`config.mk`:
```
export PLATFORM = sky130hd
export DESIGN_NAME = lasm_ram
export DESIGN_NICKNAME = d
export VERILOG_FILES = /design/src/rtl/core/lasm_ram.sv
export SDC_FILE = /design/constraint.sdc
export NUM_CORES = 1
export LEC_CHECK = 0
export BUFFER_PORTS_ARGS = -buffer_cell sky130_fd_sc_hd__buf_2
export CAP_MARGIN = 20
export CORE_ASPECT_RATIO = 0.9
export CORE_MARGIN = 1
export CORE_UTILIZATION = 25
export DETAILED_ROUTE_END_ITERATION = 16
export PLACE_DENSITY = 0.47
export SKIP_CTS_REPAIR_TIMING = 1
export SYNTH_ARGS = -nofsm -noshare
export SYNTH_HDL_FRONTEND = slang
export SYNTH_SLANG_ARGS = --single-unit
```
`constraint.sdc`:
```
create_clock -name clk -period 3.5 [get_ports clk]
set_input_delay 0.35 -clock clk [delete_from_list [all_inputs] [get_ports clk]]
set_output_delay 0.35 -clock clk [all_outputs]
set_load 0.1 [all_outputs]
```
`src/rtl/core/lasm_ram.sv`:
```
`timescale 1ns / 1ps
// ----------------------------------------------------------------------------
// lasm_ram
// Generic single-port synchronous RAM with registered read.
// ----------------------------------------------------------------------------
module lasm_ram #(
	parameter int Width = 8,
	parameter int Depth = 64
) (
	input  logic                     clk,
	input  logic                     we,
	input  logic [$clog2(Depth)-1:0] addr,
	input  logic [Width-1:0]         wdata,
	output logic [Width-1:0]         rdata
);
	logic [Width-1:0] mem [Depth];

	always_ff @(posedge clk) begin
		if (we) begin
			mem[addr] <= wdata;
		end
		rdata <= mem[addr];
	end
endmodule

```
### Word level (Yosys, flattened, before mapping)

Memory sizes are Yosys's and may differ from the RTL's. A register that Yosys moved wholly into a read port is not among the register bits.
Index checks and enable logic that the tools add are counted.

| storage, ports and cells | value |
|---|---|
| bits in registers | 0 |
| memory bits (writable) | 512 |
| input bits | 16 |
| output and inout bits | 8 |
| logic and storage cells | 3 |
| memories | 1 |

Memories:

| name | words | width | rd ports | clocked after memory_dff | wr ports | RTL line | RTL |
|---|---|---|---|---|---|---|---|
| mem | 64 | 8 | 1 | 1 | 1 | 16 | `logic [Width-1:0] mem [Depth];` |

| cells by class | value |
|---|---|
| muxes and demuxes | 2 |

Operators by type and width:

| cell | count |
|---|---|
| 2-to-1 mux 1 bit | 2 |

### Longest topological paths before layout

Gate-level depths: netlist of run 1.

| depth | value |
|---|---|
| word-level depth | 2 |
| gate-level depth with buffers | 10 |
| depth with buffers taken out | 5 |

### Worst setup path after synthesis of run 1

Ideal clock, no wire load.

| timing path | value |
|---|---|
| path kind | input -> register |
| start point | in addr[1] |
| end point | mem mem[13][0] (enable) |
| library setup time | 0.370 ns |
| arrival | 2.078 ns |
| required time | 3.130 ns |
| path slack | 1.051 ns |
| cell stages on the path | 7 |
| path buffers | 4 |
| cell sequence | buf_6 > buf_6 > nor2b_1 > clkbuf_1 > clkbuf_1 > nand3_1 > nor2_1 |

RTL lines:

| item | RTL line | RTL |
|---|---|---|
| start: declaration | 12 | `input logic [$clog2(Depth)-1:0] addr,` |
| end: declaration | 16 |  |

Straight into the memory's write port.

==> results of run 1 <==
[worst max-delay path by stage]
stage	start	to	slack, ns
2_1_floorplan	addr[1]	mem[13][0]	1.05
3_5_place_dp	addr[1]	rdata[1]	0.26
5_1_grt	addr[1]	rdata[3]	0.76
4_1_cts	addr[1]	rdata[1]	0.89
3_3_place_gp	addr[2]	rdata[1]	0.16
6_report	addr[1]	rdata[1]	0.91
[flip-flops by register name, indices dropped and copies added, names as in the netlist]
register	count
rdata	8
mem	512
[power breakdown]
group | total (mW) | switching (mW) | internal [mW]
clock | 5.40 | 2.36 | 3.04
sequential | 6.92 | 0.0258 | 6.89
combinational | 0.872 | 0.619 | 0.253
total | 13.2 | 3.00 | 10.2
[layout make-up]
class	instances	area (µm²)	area share [%]
sequential	520	15500	64.1
multi-input combinational	567	4520	18.6
clock buffer	57	1340	5.53
tap	1060	1330	5.47
timing repair buffer	161	1240	5.10
clock inverter	39	280	1.16
inverter	3	11.3	0.0464
[Yosys cell counts (all sizes together) (15+ instances only)]
master / count / area, µm²
a21oi: 28 / 140
a221oi: 21 / 184
a22oi: 40 / 300
a31oi: 15 / 93.8
buf: 45 / 259
clkbuf: 36 / 135
edfxtp: 512 / 15400
mux2i: 63 / 631
mux4: 41 / 923
nand2: 45 / 169
nand2b: 24 / 150
nor2: 82 / 308
o22ai: 22 / 138
[stage by stage]
stage	setup WS, ns	utilization (%)
2_1_floorplan	1.05	-
3_3_place_gp	0.165	27.9
3_5_place_dp	0.261	27.9
4_1_cts	0.887	29.9
5_1_grt	0.764	29.9
6_report	0.908	29.9
[routing by layer]
metal	vias up	track usage [%]	share of wire [%]
li1	5020	-	-
met1	6057	21.1	46
met5	-	0	0
met3	77	2.90	6.8
met2	414	21.6	44
met4	0	4.13	2.3
[logic make-up (layout without fill, tap and decap cells)]
logic type	Yosys count	after routing	synth area share, %
buffers and inverters	84	260	1.98
AOI/OAI and AO/OA	222	222	8.08
muxes	116	116	8.26
DFF	520	520	76.0
and+or+nand+nor	229	229	5.71
[layout by cell type (no fill, tap or decap), types with 5 or more instances in the layout]
cell type	Yosys	final
mux2_1	7	7
o21ai_0	9	9
and2_1	9	9
mux2i_1	63	63
clkinv_2	0	11
and4_1	6	6
mux2_2	5	5
a31oi_1	15	15
buf_4	4	133
buf_2	30	20
a221oi_1	21	21
o2bb2ai_1	7	7
a211oi_1	6	6
nand2b_1	24	24
o22a_1	11	11
a21oi_1	28	28
o221ai_1	9	9
nand3_1	8	8
nor2b_1	8	7
clkbuf_16	0	53
clkinv_1	0	21
and3_1	9	9
nor2_1	82	80
o31ai_1	5	5
dfxtp_1	8	8
nand3b_1	12	12
a32oi_1	7	7
o22ai_1	22	22
buf_12	0	5
edfxtp_1	512	512
a22o_1	10	10
nand2_1	45	45
a221o_1	11	11
a22oi_1	40	40
or3b_2	5	5
mux4_2	41	41
==> results_dict.tcl, run 1 <==
set metrics [dict create \
    status "finished, final reports clean" \
    p_leak_nw 7.83 \
    crit_top_cell "buf_4" \
    worstSetupPathType "in -> reg" \
    max_slew_margin_pct 26.6 \
    fp.dieH_um 273 \
    antenna_found_initial 2 \
    regToRegSetupSlack_ns 1.04 \
    ys_ff_latch 520 \
    clkSinkCount 520 \
    stdcell_count 2407 \
    place.gp.congestion 0.833 \
    viasPerCell 4.81 \
    min_to "mem[21][2]" \
    whs_ns 0.238 \
    fin_tns_setup_ns 0 \
    place_inst 2310 \
    async_reset_ff_share_pct 0 \
    finalClockSkew_ns 0.0255 \
    cts_buffers 52 \
    cp-start-kind "input port" \
    yosysUniqueCellTypes 56 \
    powerDensity_mw_per_mm2 544 \
    grt_pass1_vias 11700 \
    syn-num-nets 1187 \
    worst_path_largest_cell_delay_ns 0.68 \
    final-max-slew-violation-count 0 \
    path_cells "buf_4 > buf_4 > and2_1 > a22oi_1 > and3_1 > o311ai_0 > or4_1" \
    cp.arrival_ns 3.13 \
    routed_wirelength_um 59400 \
    fmax_ghz 0.386 \
    ant_nets 0 \
    drive_gt1_share_pct 21.5 \
    dr.first_iter.drc_count 1263 \
    hold_violations 0 \
    r2r_start "mem[5][1]" \
    hold_path_startpoint "wdata[2]" \
    drc 0 \
    htreeDepth 2 \
    worst_ep_required_time_ns 4.03 \
    setup_viol 0 \
    grt_max_degree 65 \
    fillers 8050 \
    postSynthCellCount 1171 \
    core_area_mm2 0.0810 \
    routedWlPerCell_um 24.7 \
    clkLatencyLatePin_ns 0.61 \
    ir_worst_vdd_mv 0.305 \
    ys_seq_area_share_pct 76.0 \
    min_path_cells 1 \
    grt_setup_unrepaired "no" \
    r2r-end "rdata[1]" \
    place.port_buffers 23 \
    synthFlopType "edfxtp_1" \
    row_count 99 \
    r2r_cells 5 \
    ioPinCount 24 \
    dieArea_mm2 0.0829 \
    period_needed_ns 2.59 \
    initial_core_util_pct 25.2 \
    grt_use_total_pct 14.5 \
    postPlaceCellArea_mm2 0.0226 \
    nets 1321 \
    die_width_um 303 \
    grt_pass1_wl_um 86100 \
    crit_path_end_kind "flop" \
    clockRootBuffer "clkbuf_16" \
    vias 11600 \
    stdcell_area_mm2 0.0242 \
    postSynthAreaPerCell_um2 17.5 \
    hp-class "in -> reg" \
    clock_path_buffers 3 \
    finalCritPeriodShare_pct 74.1 \
    clk_pin_slew_ns 0.06 \
    yosys_warnings 0 \
    overflow 0 \
    p_total_mw 13.2 \
    path_delay_family "simple AND/OR/NAND/NOR gates" \
    maxCapViolCount 0 \
    cp_slowest_cell "and2_1" \
    path_buf_inv 2 \
    antennaDiodeCount 0 \
    drtPass1Iterations 5 \
    synth-edff-count 512 \
    crit_cells 7 \
    area.growth.synth_to_final_pct 18.6 \
    cts_tree "done" \
    tightest_slew_ns 1.10 \
    crit_fanout 35 \
    synth_area_mm2 0.0204 \
    post-dp-hpwl_um 39000 \
]
Note: power is estimated with default switching activity, not from simulation.
==> run 2, diff against run 1 <==
ABC_AREA = 1   (was default)
PLACE_DENSITY = 0.48   (was 0.47)
clock period = 2.15 ns   (was 3.5 ns; I/O delays follow)
==> run 2 against run 1 <==
Compared with the run above:
- cell count is 44% higher
- wire length up 2.0%
- sequential cell count did not move
- the run now ends with design-rule violations left
- combinational power grew 80%
- critical path type is now reg -> out
==> results_dict.tcl, run 2 <==
set metrics [dict create \
    drive_gt1_share_pct 10.7 \
    synth_top_area_share_pct 69.7 \
    tightest_slew_ns 0.802 \
    grt_pass1_wl_um 92500 \
    synth_compound_area_share_pct 0.329 \
    yosysUniqueCellTypes 22 \
    status "finished with violations" \
    grt_max_degree 75 \
    grt_pass1_vias 14900 \
    async_reset_ff_share_pct 0 \
    layout_common_cells "1384 x nand2_1, 512 x edfxtp_1, 108 x buf_4" \
    core_area_mm2 0.0867 \
    fin_tns_setup_ns 0 \
    ant_nets 0 \
    period_needed_ns 1.69 \
    fmax_ghz 0.590 \
    cts_tree "done" \
    fillers 8925 \
    postSynthAreaPerCell_um2 10.2 \
    clkSinkCount 520 \
    hp-class "in -> reg" \
    synth_area_mm2 0.0220 \
    place_inst 3357 \
    antennaDiodeCount 0 \
    crit_path_end_kind "output pin" \
    path_cells "buf_2" \
    ys_ff_latch 520 \
    die_width_um 315 \
    row_count 102 \
    vias 14900 \
    post-dp-hpwl_um 36400 \
    finalClockSkew_ns 0.0198 \
    fp.dieH_um 284 \
    clk_pin_slew_ns 0.06 \
    top_register "mem" \
    finalCritPeriodShare_pct 78.8 \
    postSynthCellCount 2167 \
    routedWlPerCell_um 17.5 \
    synth_area_leaders "edfxtp_1 70%, nand2_1 24%, nor2_1 1.5%" \
    powerDensity_mw_per_mm2 879 \
    clockRootBuffer "clkbuf_16" \
    cp.arrival_ns 1.48 \
    dr.first_iter.drc_count 1188 \
    synth-edff-count 512 \
    dieArea_mm2 0.0894 \
    p_leak_nw 10.7 \
    hold_violations 0 \
    path_delay_family "buffers and inverters" \
    max_slew_margin_pct 46.5 \
    drtPass1Iterations 11 \
    yosys.area.top_type "edfxtp_1" \
    clkLatencyLatePin_ns 0.61 \
    setup_viol 0 \
    viasPerCell 4.32 \
    syn-num-nets 2183 \
    htreeDepth 2 \
    grt_setup_unrepaired "no" \
    synth_top_family_by_area "simple AND/OR/NAND/NOR gates" \
    synthTopCellsByCount "1384 x nand2_1, 512 x edfxtp_1, 87 x nor2_1" \
    initial_core_util_pct 25.4 \
    largestRegisters "mem x512, rdata x8" \
    largest_register_ffs 512 \
    cp-start-kind "flop" \
    cts_buffers 54 \
    violations "design-rule violations" \
    synthAdderAreaFrac_pct 0 \
    path_buf_inv 1 \
    maxCapViolCount 0 \
    place.port_buffers 23 \
    area.growth.synth_to_final_pct 18.3 \
    routed_wirelength_um 60600 \
    ys_seq_area_share_pct 70.5 \
    worst_path_largest_cell_delay_ns 0.46 \
    overflow 0 \
    ioPinCount 24 \
    cp_slowest_cell "buf_2" \
    ir_worst_vdd_mv 0.511 \
    drc 2 \
    worst_ep_required_time_ns 1.93 \
    grt_use_total_pct 13.6 \
    synth_xor_area_share_pct 0 \
    synthSimpleGateAreaFrac_pct 26.0 \
    yosys_warnings 0 \
    antenna_found_initial 5 \
    crit_fanout 1 \
    final-max-slew-violation-count 0 \
    nets 2285 \
    stdcell_count 3458 \
    p_total_mw 22.9 \
    whs_ns 0.139 \
    synth.most_common_cell "nand2_1" \
    muxShareOfSynthArea_pct 0 \
    clock_path_buffers 3 \
    place.gp.congestion 0.814 \
    synthFlopType "edfxtp_1" \
    layout_commonest_cell "nand2_1" \
    worstSetupPathType "reg -> out" \
]
## run 2: worst paths after layout
| kind | cells past startpoint | slack [ns] | start | to |
|---|---|---|---|---|
| max | 1 | 0.46 | rdata[6] | rdata[6] |
| min | 2 | 0.14 | wdata[7] | mem[1][7] |
| max reg2reg | 10 | 0.54 | mem[43][4] | rdata[4] |
| min reg2reg | 6 | 0.76 | mem[31][6] | rdata[6] |
## run 2: cell type report
| class | count | area (µm²) | area share (%) |
|---|---|---|---|
| sequential | 520 | 15500 | 59.6 |
| multi-input combinational | 1516 | 5810 | 22.3 |
| clock buffer | 63 | 1450 | 5.56 |
| tap | 1144 | 1430 | 5.49 |
| timing repair buffer | 147 | 1270 | 4.87 |
| clock inverter | 38 | 463 | 1.77 |
| inverter | 30 | 120 | 0.461 |
## run 2: metal layers
metal  global-route usage (%)  part of all wire (%)  vias to the layer above  wire length, µm
met5                        0                 0.089                        -               54
met4                     3.35                   2.0                       10             1210
met1                     20.0                    49                     7224            29800
met2                     20.3                    43                      388            25900
li1                         -                     -                     7215                -
met3                     2.61                   5.9                      108             3570
## run 2: report_power, final
part | switching, mW | internal (mW)
Sequential | 0.0356 | 11.2
Clock | 3.99 | 6.12
Combinational | 1.19 | 0.372
## run 2: worst reg2reg max path: stages (launching register included)
cell	delay [ns]
edfxtp_1	0.36
nand2_1	0.08
nand2_1	0.06
nand2_1	0.06
nand2_1	0.07
nand2_1	0.06
nand2_1	0.14
nand2_1	0.16
nand2_1	0.06
nor2_1	0.35
nand2_1	0.09
## run 2: cells by family (layout without fill, tap and decap cells)
group	Yosys count	in the layout
AOI/OAI and AO/OA	12	12
and+or+nand+nor	1504	1504
buffers and inverters	131	278
DFF	520	520
## run 2: through the flow
| stage | cell area (µm²) | utilization, % | setup WS, ns |
|---|---|---|---|
| 3_3_place_gp | 24200 | 27.9 | 0.124 |
| 6_report | 26100 | 30.1 | 0.456 |
| 5_1_grt | 26100 | 30.1 | 0.450 |
| 4_1_cts | 26100 | 30.1 | 0.449 |
| 2_1_floorplan | 22000 | - | -0.0336 |
| 3_5_place_dp | 24200 | 27.9 | 0.160 |
