[config.mk]
export PLATFORM = sky130hd
export DESIGN_NAME = lasm_cell
export DESIGN_NICKNAME = d
export VERILOG_FILES = /design/src/rtl/core/lasm_pkg.sv /design/src/rtl/core/lasm_cell.sv
export SDC_FILE = /design/constraint.sdc
export NUM_CORES = 1
export LEC_CHECK = 0
export ABC_AREA = 1
export ABC_CLOCK_PERIOD_IN_PS = 13000
export BUFFER_PORTS_ARGS = -buffer_cell sky130_fd_sc_hd__clkbuf_2
export CORE_ASPECT_RATIO = 1.25
export CORE_MARGIN = 1
export CORE_UTILIZATION = 50
export DETAILED_ROUTE_END_ITERATION = 6
export PLACE_DENSITY = 0.77
export SYNTH_ARGS = -nofsm -noshare
export SYNTH_HDL_FRONTEND = slang
export SYNTH_SLANG_ARGS = --single-unit
[constraint.sdc]
create_clock -name vclk -period 13
set_input_delay 1.95 -clock vclk [all_inputs]
set_output_delay 1.95 -clock vclk [all_outputs]
set_load 0.01 [all_outputs]
[src/rtl/core/lasm_pkg.sv]
`timescale 1ns / 1ps
// ----------------------------------------------------------------------------
// lasm_pkg
// Shared types and constants for the local alignment score matrix block.
// ----------------------------------------------------------------------------
package lasm_pkg;
	localparam int MaxLen   = 64;
	localparam int MaxHits  = 64;
	localparam int LenW     = 7;
	localparam int IdxW     = 6;
	localparam int CellW    = 14;
	localparam int CellMax  = 16383;
	localparam int Dim      = MaxLen + 1;
	localparam int MatDepth = Dim * Dim;
	localparam int MatAw    = 13;
	localparam int HitW     = 7;

	localparam logic [1:0] CMD_LOAD_A = 2'd0;
	localparam logic [1:0] CMD_LOAD_B = 2'd1;
	localparam logic [1:0] CMD_RUN    = 2'd2;
	localparam logic [1:0] CMD_UNUSED = 2'd3;

	localparam logic [1:0] REG_MATCH    = 2'd0;
	localparam logic [1:0] REG_MISMATCH = 2'd1;
	localparam logic [1:0] REG_GAP      = 2'd2;

	typedef enum logic [3:0] {
		ST_IDLE,
		ST_FILL_RD,
		ST_FILL_WAIT,
		ST_FILL_WR,
		ST_SCAN_RD,
		ST_SCAN_WAIT,
		ST_SCAN_CHK,
		ST_WALK_RD,
		ST_WALK_WAIT,
		ST_WALK_CHK,
		ST_EMIT,
		ST_EMIT_ZERO,
		ST_HOLD
	} state_t;

	typedef struct packed {
		logic [CellW-1:0] score;
		logic [LenW-1:0]  row_end;
		logic [LenW-1:0]  col_end;
		logic [LenW-1:0]  run_length;
		logic             last;
		logic             dropped;
	} result_t;
endpackage

[src/rtl/core/lasm_cell.sv]
`timescale 1ns / 1ps
// ----------------------------------------------------------------------------
// lasm_cell
// Recurrence for one matrix cell: max of zero, left, up and diagonal terms.
// ----------------------------------------------------------------------------
module lasm_cell (
	input  logic [lasm_pkg::CellW-1:0] left,
	input  logic [lasm_pkg::CellW-1:0] up,
	input  logic [lasm_pkg::CellW-1:0] diag,
	input  logic                       same,
	input  logic [7:0]                 match_score,
	input  logic signed [10:0]         mismatch_score,
	input  logic signed [10:0]         gap_score,
	output logic [lasm_pkg::CellW-1:0] cell_val
);
	logic signed [16:0] l_v, u_v, d_v, best;

	always_comb begin
		l_v = $signed({3'b0, left}) + 17'(gap_score);
		u_v = $signed({3'b0, up}) + 17'(gap_score);
		d_v = $signed({3'b0, diag}) +
			(same ? $signed({9'b0, match_score}) : 17'(mismatch_score));
		best = '0;
		if (l_v > best) best = l_v;
		if (u_v > best) best = u_v;
		if (d_v > best) best = d_v;
		if (best > 17'sd16383) begin
			cell_val = lasm_pkg::CellW'(lasm_pkg::CellMax);
		end else begin
			cell_val = best[lasm_pkg::CellW-1:0];
		end
	end
endmodule

After elaboration in Yosys (flattened, before gate mapping) --
Cells that the tools add are included.
Operators by class: order comparisons 4, add/sub/neg operators 3, muxes and demuxes 5
Operator list (count):
- $mux W17 | 4
- $add A15 B11 Y16 | 2
- $add A15 B17 Y17 | 1
- $gt A16 B17 Y1 | 1
- $gt A17 B15 Y1 const B | 1
- $gt A17 B17 Y1 | 1
- $gt A16 B1 Y1 const B | 1
- $mux W14 | 1
Storage, ports and cells: bits of input ports 73, word-level logic and storage cells 12, output and inout bits 14, register bits 0

Longest topological paths before layout --
Gate-level depths: netlist of the first run.
word-level depth 9, depth in mapped cells 45, gate-level depth less buffers 42

Worst setup path after synthesis of the first run --
Ideal clock, no wire load.
kind input-to-output, from input port left[0] in the netlist's numbering, to output port cell_val[10] in the netlist's numbering, required time 11.050 ns, buffers on the path 3, slack 4.700 ns, stages 37, arrival time 6.350 ns, path through ha_1 fa_1 nand3_1 nand3_1 xnor2_1 nand3_1 nor3_1 nand3_2 buf_6 nand3_2 ha_1 nand2_1 inv_1 a21oi_1 nand4_1 nand2_1 nand2_1 nand3_2 nand2_2 nand2_4 buf_6 inv_1 nand2_1 nand2_1 ha_1 nand2_1 nor2_1 nand2_1 nor3_1 nand4_1 nand3_1 nand2_1 o21ai_2 nand3_1 nand3_2 buf_6 nand3_2
Between the ends: longest elaborated chain between the ends 9
RTL lines:
- from (decl) | RTL line lasm_cell.sv:7 | input logic [lasm_pkg::CellW-1:0] left,
- $add A15 B11 Y16 * | RTL line lasm_cell.sv:19 | l_v = $signed({3'b0, left}) + 17'(gap_score);
- $gt A16 B1 Y1 | RTL line lasm_cell.sv:24 | if (l_v > best) best = l_v;
- $mux W17 * | RTL line lasm_cell.sv:24
- $gt A16 B17 Y1 | RTL line lasm_cell.sv:25 | if (u_v > best) best = u_v;
- $mux W17 * | RTL line lasm_cell.sv:25
- $gt A17 B17 Y1 | RTL line lasm_cell.sv:26 | if (d_v > best) best = d_v;
- $mux W17 * | RTL line lasm_cell.sv:26
- $gt A17 B15 Y1 | RTL line lasm_cell.sv:27 | if (best > 17'sd16383) begin
- $mux W14 * | RTL line lasm_cell.sv:27
- to (decl) | RTL line lasm_cell.sv:14 | output logic [lasm_pkg::CellW-1:0] cell_val
Mark *: on every way between the ends. The rest lies on a longest branch, timed or not.

Worst setup path after layout of the first run --
from input port gap_score[10], to output port cell_val[2] in the netlist's numbering
Between the ends: longest elaborated chain between the ends 9, elaborated cells on any way between the ends 10, those cells by class add/sub (2); order compare (4); mux (4)
RTL lines:
- from (decl) | RTL line lasm_cell.sv:13 | input logic signed [10:0] gap_score,
- $add A15 B11 Y16 | RTL line lasm_cell.sv:19
- $gt A16 B1 Y1 | RTL line lasm_cell.sv:24
- $mux W17 | RTL line lasm_cell.sv:24
- $gt A16 B17 Y1 | RTL line lasm_cell.sv:25
- $mux W17 * | RTL line lasm_cell.sv:25
- $gt A17 B17 Y1 | RTL line lasm_cell.sv:26
- $mux W17 * | RTL line lasm_cell.sv:26
- $gt A17 B15 Y1 | RTL line lasm_cell.sv:27
- $mux W14 * | RTL line lasm_cell.sv:27
Marks and branches as above.

==> results by group, run 1 <==
Detailed routing
  – Via density: about 5.2
  – WL final: 10.8 mm
  – Drt drc: 0
  – First DRT Iteration DRCs: ~140
  – DR pass1 iterations: 5
  – Wire length per cell: between 10 and 15 um
  – Routed vias: between 4,000 and 5,000
  – Routed Antenna Nets: 0

Logic synthesis
  – Synth top area share: 0.234
  – Cells after Synth: between 700 and 800
  – Biggest area consumer among synthesized cells: ha_1
  – Post-Syn Area: 0.00412 mm2
  – Synth warn: 0
  – Sequential area share after synthesis: 0
  – Yosys cell types: 43
  – Ranking of synthesized cells by area: ha_1 23%, nand2_1 22%, inv_1 11%, nand3_2 8.0%, a21oi_1 5.9%
  – Mapped Avg Cell Area: 5.77 um2

Global routing
  – Total global-route track usage: 0.245
  – Largest net degree at the start of global routing: 28
  – Vias in the first global route: ~4,500
  – Initial antenna violation count: 0
  – Remaining Overflow, GRT: 0
  – First-pass GRT wire length: around 18 mm

Layout
  – Proportion of layout cells with a drive suffix above 1: 0.193
  – Design area: approximately 0.0046 mm2
  – Post-Layout Cell Count: about 890
  – Layout fillers: ~800
  – Sequential cell count: 0
  – Inserted Diodes: 0
  – Register area: 0 um2
  – Area of the multi-input gates: 0.00362 mm2
  – Nets: between 900 and 1,000
  – Layout area overhead: 12.2%
  – Clkbuf count: 0

Critical path
  – Cell depth of the worst setup path: a little over 40
  – CP Launch Type: input pin
  – Element type at the critical path end: output pin
  – Crit path max fanout: 27
  – Crit path buf inv count: 3
  – Slowest Stage Delay on Critical Path: ~0.44 ns
  – Top cell by count, worst path: nand2_1
  – Crit Path Class: input pin to output pin
  – Slowest CP cell: ha_1
  – Top delay family on crit path: simple AND/OR/NAND/NOR gates
  – Required @ worst endpoint: around 11 ns
  – Critical Path AT: a little over 8 ns

Timing
  – Worst hold slack: roughly 4.4 ns
  – Worst slew margin: 0.533
  – FMAX: roughly 0.099 GHz
  – TNS Setup: 0 ns
  – Pins Over Slew Limit: 0
  – Number of hold violations in the final report: 0
  – RSZ-0062 raised after global routing: false
  – # setup viols final: 0
  – Crit path time final: 10.08 ns
  – Part of the cycle the worst path needs: 0.775
  – Worst slew pin tran: ~0.70 ns

Placement
  – Final HPWL from detailed placement: around 9.6 mm
  – Cells after DPL: just under 900
  – RePlAce Congestion: roughly 0.95
  – Post-DP Area: approximately 0.0046 mm2
  – Port Buffers: between 80 and 90

Hold path
  – Hold depth: 5
  – Hold Crit Class: input pin to output pin

Pwr
  – Max VDD drop: about 0.059 mV
  – Cell Pwr Density: 74.3 mW/mm2
  – Leak pwr: ~2.9 nW

CTS
  – Post-CTS setup repair buffer count: 0
  – Post-CTS Resized: 0
  – Hold-fix buffers at CTS: 0

Die
  – FP Rows: 36
  – Core area: between 0.007 and 0.008 mm2
  – Die width: between 80 and 90 um
  – Die area: ~0.0086 mm2
  – Initial Utilization: 0.523
  – Num ports: 87
  – Die height: ~100 um

Run
  – Max cap viols: 0

Run status
  – Status: finished, final reports clean
kinds of logic after synthesis:
kind of cell             Yosys count  synth area share
XOR/XNOR                          27            0.0574
AO/OA/AOI/OAI                     80             0.109
other                              1          0.000910
adder cells (fa/ha/maj)           80             0.248
AND/OR/NAND/NOR                  400             0.461
buffers and inverters            127             0.123
final cells by class:
type	count	area share
Inverter	119	0.0965
Tap cell	95	0.0257
Multi-Input combinational cell	589	0.782
Timing Repair Buffer	88	0.0957
through the flow:
stage,util,power [mW],worst slack (ns)
2_1_floorplan,-,0.258,4.70
3_3_place_gp,0.587,0.334,3.32
3_5_place_dp,0.587,0.341,2.97
4_1_cts,0.587,0.343,2.96
5_1_grt,0.587,0.389,2.49
6_report,0.587,0.344,2.92
metal layers:
metal / vias to the layer above / track usage / wire length [um]
met5: - / 0 / 0
li1: 2459 / - / -
met4: 0 / 0.0764 / 329
met2: 130 / 0.492 / 5700
met3: 25 / 0.00797 / 372
met1: 2029 / 0.269 / 4440
path summary, 6_finish.rpt:
check | startpoint | endpoint
worst max-delay path | gap_score[10] | cell_val[2]
worst min-delay path | diag[0] | cell_val[0]
synth_stat cells, types with 2 or more instances:
cell type and number:
a211oi_1 2, a21oi_1 49, and2_1 2, buf_4 2, buf_6 3, clkbuf_1 2, fa_1 3, ha_1 77
inv_1 117, nand2_1 242, nand2_2 18, nand2_4 2, nand3_1 38, nand3_2 33, nand3b_1 2, nand4_1 9
nor2_1 34, nor2_2 2, nor3_1 9, o211ai_1 2, o21ai_0 13, o21ai_1 2, o21bai_1 2, or2_2 6
xnor2_1 6, xor2_1 21
cell usage in the layout (no fill, tap or decap), types with 6 or more instances in the layout:
cell / count
xnor2_1: 6
nor3_1: 9
nand3_2: 33
nor2_1: 34
clkbuf_2: 87
or2_2: 6
xor2_1: 21
inv_1: 117
a21oi_1: 49
o21ai_0: 13
nand4_1: 9
nand2_1: 242
nand2_2: 18
ha_1: 77
nand3_1: 38
where the power goes:
| part | internal, mW | switching [mW] |
|---|---|---|
| sequential | 0 | 0 |
| clock | 0 | 0 |
| combinational | 0.131 | 0.213 |
| total | 0.131 | 0.213 |
(Power assumes the default switching activity.)
==> run 2: changes to the inputs <==
--- a/config.mk
+++ b/config.mk
@@ -6,7 +6,7 @@
 export NUM_CORES = 1
 export LEC_CHECK = 0
 export ABC_AREA = 1
-export ABC_CLOCK_PERIOD_IN_PS = 13000
+export ABC_CLOCK_PERIOD_IN_PS = 10050
 export BUFFER_PORTS_ARGS = -buffer_cell sky130_fd_sc_hd__clkbuf_2
 export CORE_ASPECT_RATIO = 1.25
 export CORE_MARGIN = 1
==> constraint.sdc (replaced) <==
create_clock -name vclk -period 10.05
set_input_delay 1.5075 -clock vclk [all_inputs]
set_output_delay 1.5075 -clock vclk [all_outputs]
set_load 0.01 [all_outputs]
==> run 2 against run 1 <==
Against the previous run: routed wire length increased by 0.73%; critical path type unchanged; largest power group unchanged; critical path depth unchanged; core utilization unchanged.
==> results by group, run 2 (synthesis results as in run 1) <==
Pwr
  – Max VDD drop: between 0.05 and 0.06 mV
  – Leak pwr: 2.87 nW
  – Cell Pwr Density: approximately 96 mW/mm2

Timing
  – TNS Setup: 0 ns
  – Part of the cycle the worst path needs: 0.910
  – Number of hold violations in the final report: 0
  – Pins Over Slew Limit: 0
  – Crit path time final: 9.15 ns
  – # setup viols final: 0
  – Worst hold slack: ~3.5 ns
  – RSZ-0062 raised after global routing: false
  – Worst slew margin: 0.540
  – FMAX: ~0.11 GHz
  – Worst slew pin tran: slightly below 0.7 ns

Global routing
  – First-pass GRT wire length: about 18 mm
  – Largest net degree at the start of global routing: 28
  – Remaining Overflow, GRT: 0
  – Initial antenna violation count: 0
  – Total global-route track usage: 0.247
  – Vias in the first global route: roughly 4,400

Layout
  – Commonest non-fill, non-tap cell in the layout: nand2_1
  – Proportion of layout cells with a drive suffix above 1: 0.193
  – Sequential cell count: 0
  – Clkbuf count: 0
  – Layout fillers: ~800
  – Inserted Diodes: 0
  – Commonest non-fill, non-tap cells in the layout: 242 x nand2_1, 117 x inv_1, 87 x clkbuf_2
  – Layout area overhead: 12.2%
  – Register area: 0 um2
  – Area of the multi-input gates: 0.00362 mm2
  – Nets: 951

Die
  – Die width: around 83 um
  – Initial Utilization: 0.523
  – FP Rows: 36
  – Num ports: 87
  – Core area: between 0.007 and 0.008 mm2
  – Die height: ~100 um
  – Die area: approximately 0.0086 mm2

Hold path
  – Worst hold endpoint: cell_val[0]
  – Hold Crit Class: input pin to output pin
  – Hold depth: 5
  – Hold path startpoint: diag[0]

Detailed routing
  – Drt drc: 0
  – Routed vias: between 4,000 and 5,000
  – Routed Antenna Nets: 0
  – Via density: 5.24
  – DR pass1 iterations: 4
  – Wire length per cell: 12.3 um
  – WL final: about 11 mm
  – First DRT Iteration DRCs: ~100

Critical path
  – Top cell by count, worst path: nand2_1
  – Cell depth of the worst setup path: 41
  – Crit path buf inv count: 3
  – Crit Path Class: input pin to output pin
  – Element type at the critical path end: output pin
  – CP Launch Type: input pin
  – Critical Path AT: roughly 7.6 ns
  – Required @ worst endpoint: between 8 and 9 ns
  – Slowest CP cell: ha_1
  – Slowest Stage Delay on Critical Path: roughly 0.46 ns
  – Crit path max fanout: 27
  – Top delay family on crit path: simple AND/OR/NAND/NOR gates

Run
  – Max cap viols: 0

CTS
  – Post-CTS setup repair buffer count: 0
  – Post-CTS Resized: 0
  – Hold-fix buffers at CTS: 0

Placement
  – Final HPWL from detailed placement: about 9.9 mm
  – RePlAce Congestion: 0.934
  – Port Buffers: 87

Run status
  – Status: finished, final reports clean
-- run 2: cell counts in the layout (fill, tap and decap cells not counted) --
No cell type changed its count.
-- run 2: power breakdown --
| group | switching [mW] | total (mW) | internal (mW) |
|---|---|---|---|
| Combinational | 0.277 | 0.446 | 0.169 |
| Sequential | 0 | 0 | 0 |
| Clock | 0 | 0 | 0 |
| Total | 0.277 | 0.446 | 0.169 |
-- run 2: how the worst max path moves through the flow --
stage / slack [ns] / start / to
4_1_cts: 0.95 / gap_score[10] / cell_val[13]
2_1_floorplan: 2.64 / left[0] / cell_val[10]
5_1_grt: 0.45 / gap_score[10] / cell_val[13]
3_3_place_gp: 1.16 / gap_score[10] / cell_val[13]
3_5_place_dp: 0.95 / gap_score[10] / cell_val[13]
6_report: 0.90 / gap_score[10] / cell_val[13]
-- run 2: tightest hold or removal path, cell delays in order --
cell,delay (ns)
clkbuf_2,0.08
ha_1,0.15
nand2_1,0.06
nand3_1,0.07
clkbuf_2,0.12
-- run 2: final cells by class --
| class | instances | area share |
|---|---|---|
| tap | 95 | 0.0257 |
| timing repair buffer | 88 | 0.0957 |
| inverter | 119 | 0.0965 |
| multi-input combinational | 589 | 0.782 |
-- run 2: metrics by stage --
step	power [mW]	cells	util	setup slack, ns	area, um2
6_report	0.446	891	0.587	0.900	4630
5_1_grt	0.502	891	0.587	0.455	4630
4_1_cts	0.446	891	0.587	0.949	4630
3_5_place_dp	0.443	891	0.587	0.955	4630
3_3_place_gp	0.432	891	0.587	1.16	4630
2_1_floorplan	0.334	716	-	2.64	4130
-- run 2: per-layer routing --
layer,vias up,GRT usage,part of all wire
met4,0,0.0813,0.034
met5,-,0,0
met1,2056,0.263,0.40
li1,2459,-,-
met3,28,0.0112,0.035
met2,125,0.502,0.53
==> run 3: changes to the inputs <==
--- a/config.mk
+++ b/config.mk
@@ -5,14 +5,14 @@
 export SDC_FILE = /design/constraint.sdc
 export NUM_CORES = 1
 export LEC_CHECK = 0
-export ABC_AREA = 1
+export ABC_AREA = 0
 export ABC_CLOCK_PERIOD_IN_PS = 10050
 export BUFFER_PORTS_ARGS = -buffer_cell sky130_fd_sc_hd__clkbuf_2
 export CORE_ASPECT_RATIO = 1.25
 export CORE_MARGIN = 1
 export CORE_UTILIZATION = 50
 export DETAILED_ROUTE_END_ITERATION = 6
-export PLACE_DENSITY = 0.77
+export PLACE_DENSITY = 0.79
 export SYNTH_ARGS = -nofsm -noshare
 export SYNTH_HDL_FRONTEND = slang
 export SYNTH_SLANG_ARGS = --single-unit
==> run 3 against run 2 <==
Against the previous run: via count down 26%; first-iteration DRC count increased by 76%; die area shrank 21%; power decreased by 3.1%; core utilization is 1.5 points higher; worst setup slack worse by 0.14 ns; flip-flop and latch count is the same; synthesized cell count fell by 40%; global-route usage increased by 0.20 points; hold slack gained 0.026 ns; combinational power decreased by 3%; largest cell class unchanged; largest power group unchanged; highest routed layer unchanged.
==> results by group, run 3 <==
Layout
  – Proportion of layout cells with a drive suffix above 1: 0.226
  – Clkbuf count: 0
  – Inserted Diodes: 0
  – Register area: 0 um2
  – Layout fillers: slightly below 600
  – Commonest non-fill, non-tap cells in the layout: 87 x clkbuf_2, 77 x ha_1, 41 x nand2_1
  – Sequential cell count: 0
  – Commonest non-fill, non-tap cell in the layout: clkbuf_2
  – Post-Layout Cell Count: approximately 600
  – Area of the multi-input gates: between 0.003 and 0.004 mm2
  – Nets: approximately 660
  – Layout area overhead: 15.0%

Placement
  – Final HPWL from detailed placement: 7.10 mm
  – RePlAce Congestion: just under 0.9
  – Cells after DPL: slightly below 600
  – Port Buffers: between 80 and 90

Global routing
  – Largest net degree at the start of global routing: 28
  – Remaining Overflow, GRT: 0
  – First-pass GRT wire length: about 14 mm
  – Initial antenna violation count: 0
  – Total global-route track usage: 0.249
  – Vias in the first global route: around 3,400

Logic synthesis
  – Cells after Synth: approximately 430
  – Ranking of synthesized cells by area: ha_1 30%, o21a_1 6.2%, xnor2_1 5.9%, a21oi_1 5.5%, nand2_1 4.7%
  – Synth warn: 0
  – Synth top area share: 0.296
  – Most instantiated library cell after synthesis: ha_1
  – Yosys cell types: 59
  – Sequential area share after synthesis: 0
  – Post-Syn Area: 0.00325 mm2
  – Post-synth top cells: 77 x ha_1, 41 x nand2_1, 36 x a21oi_1, 30 x nor2_1, 29 x o21ai_0
  – Mapped Avg Cell Area: 7.61 um2
  – Biggest area consumer among synthesized cells: ha_1

Timing
  – Part of the cycle the worst path needs: 0.924
  – RSZ-0062 raised after global routing: false
  – TNS Setup: 0 ns
  – Pins Over Slew Limit: 0
  – FMAX: ~0.11 GHz
  – Number of hold violations in the final report: 0
  – Crit path time final: 9.28 ns
  – Worst slew pin tran: between 1 and 1.5 ns
  – Worst slew margin: 0.228
  – # setup viols final: 0

Hold path
  – Hold Crit Class: input pin to output pin
  – Hold depth: 4
  – Hold path startpoint: diag[0]
  – Worst hold endpoint: cell_val[0]

Critical path
  – Top cell by count, worst path: o21ai_0
  – Element type at the critical path end: output pin
  – CP Launch Type: input pin
  – Required @ worst endpoint: roughly 8.5 ns
  – Critical Path AT: 7.78 ns
  – Cell depth of the worst setup path: 28
  – Crit path buf inv count: 4
  – Crit Path Class: input pin to output pin
  – Slowest Stage Delay on Critical Path: between 0.5 and 0.6 ns
  – Slowest CP cell: o211ai_1
  – Crit path max fanout: 27
  – Top delay family on crit path: compound AO/OA/AOI/OAI gates

Die
  – Core area: ~0.0062 mm2
  – Die area: between 0.006 and 0.007 mm2
  – FP Rows: 32
  – Die height: 92.1 um
  – Initial Utilization: 0.524
  – Die width: ~74 um
  – Num ports: 87

CTS
  – Post-CTS Resized: 0
  – Hold-fix buffers at CTS: 0
  – Post-CTS setup repair buffer count: 0

Detailed routing
  – Drt drc: 0
  – Routed Antenna Nets: 0
  – Routed vias: roughly 3,400
  – DR pass1 iterations: 4
  – Via density: about 5.8
  – Wire length per cell: around 14 um
  – First DRT Iteration DRCs: 180
  – WL final: around 8.3 mm

Run
  – Max cap viols: 0

Pwr
  – Leak pwr: 1.82 nW
  – Cell Pwr Density: between 100 and 150 mW/mm2
  – Max VDD drop: between 0.06 and 0.07 mV
  – Post-route total power: between 0.4 and 0.5 mW

Run status
  – Status: finished, final reports clean
==> run 3: how the worst max path moves through the flow <==
stage | endpoint | startpoint | slack, ns
finish | cell_val[6] | gap_score[10] | 0.77
global route | cell_val[9] | gap_score[10] | 0.28
CTS | cell_val[4] | gap_score[10] | 0.81
detailed placement | cell_val[4] | gap_score[1] | 0.81
global placement | cell_val[12] | gap_score[1] | 1.02
floorplan | cell_val[10] | left[2] | 1.58
==> run 3: tightest hold or removal path, delay by kind of cell <==
kind,cells,cell delay (ns)
buffers and inverters,2,0.20
AOI/OAI and AO/OA,1,0.14
adders and majority gates,1,0.17
==> run 3: final cells by class <==
class / count / area share
Multi-Input combinational cell: 405 / 0.836
Timing Repair Buffer: 90 / 0.122
Inverter: 13 / 0.0131
Tap cell: 85 / 0.0284
==> run 3: stage by stage <==
step / util / setup slack (ns) / hold slack, ns / area (um2)
after CTS: 0.602 / 0.811 / 3.53 / 3740
after detailed placement: 0.602 / 0.806 / 3.52 / 3740
after global routing: 0.602 / 0.277 / 3.57 / 3740
final: 0.602 / 0.765 / 3.53 / 3740
after global placement: 0.602 / 1.02 / 3.54 / 3740
after floorplan: - / 1.58 / 3.32 / 3250
==> run 3: per-layer routing <==
layer,global-route usage,vias up,share of wire,routed length [um]
met5,0,-,0,0
met4,0.0401,0,0.010,85
met3,0.00330,8,0.044,363
met2,0.474,110,0.51,4210
met1,0.305,1543,0.44,3590
li1,-,1777,-,-
==> run 3: cells by family (layout without fill, tap and decap cells) <==
group	Yosys count	after routing	synth area share
AOI/OAI and AO/OA	155	155	0.329
and+or+nand+nor	124	124	0.189
adders and majority gates	80	80	0.315
xor gates and xnor gates	34	34	0.0916
buffers and inverters	23	103	0.0396
muxes	10	10	0.0354
other	1	2	0.00115
==> run 3: power breakdown <==
group	switching, mW	internal, mW	leakage [nW]
logic	0.235	0.198	1.82
clock network	0	0	0
registers	0	0	0
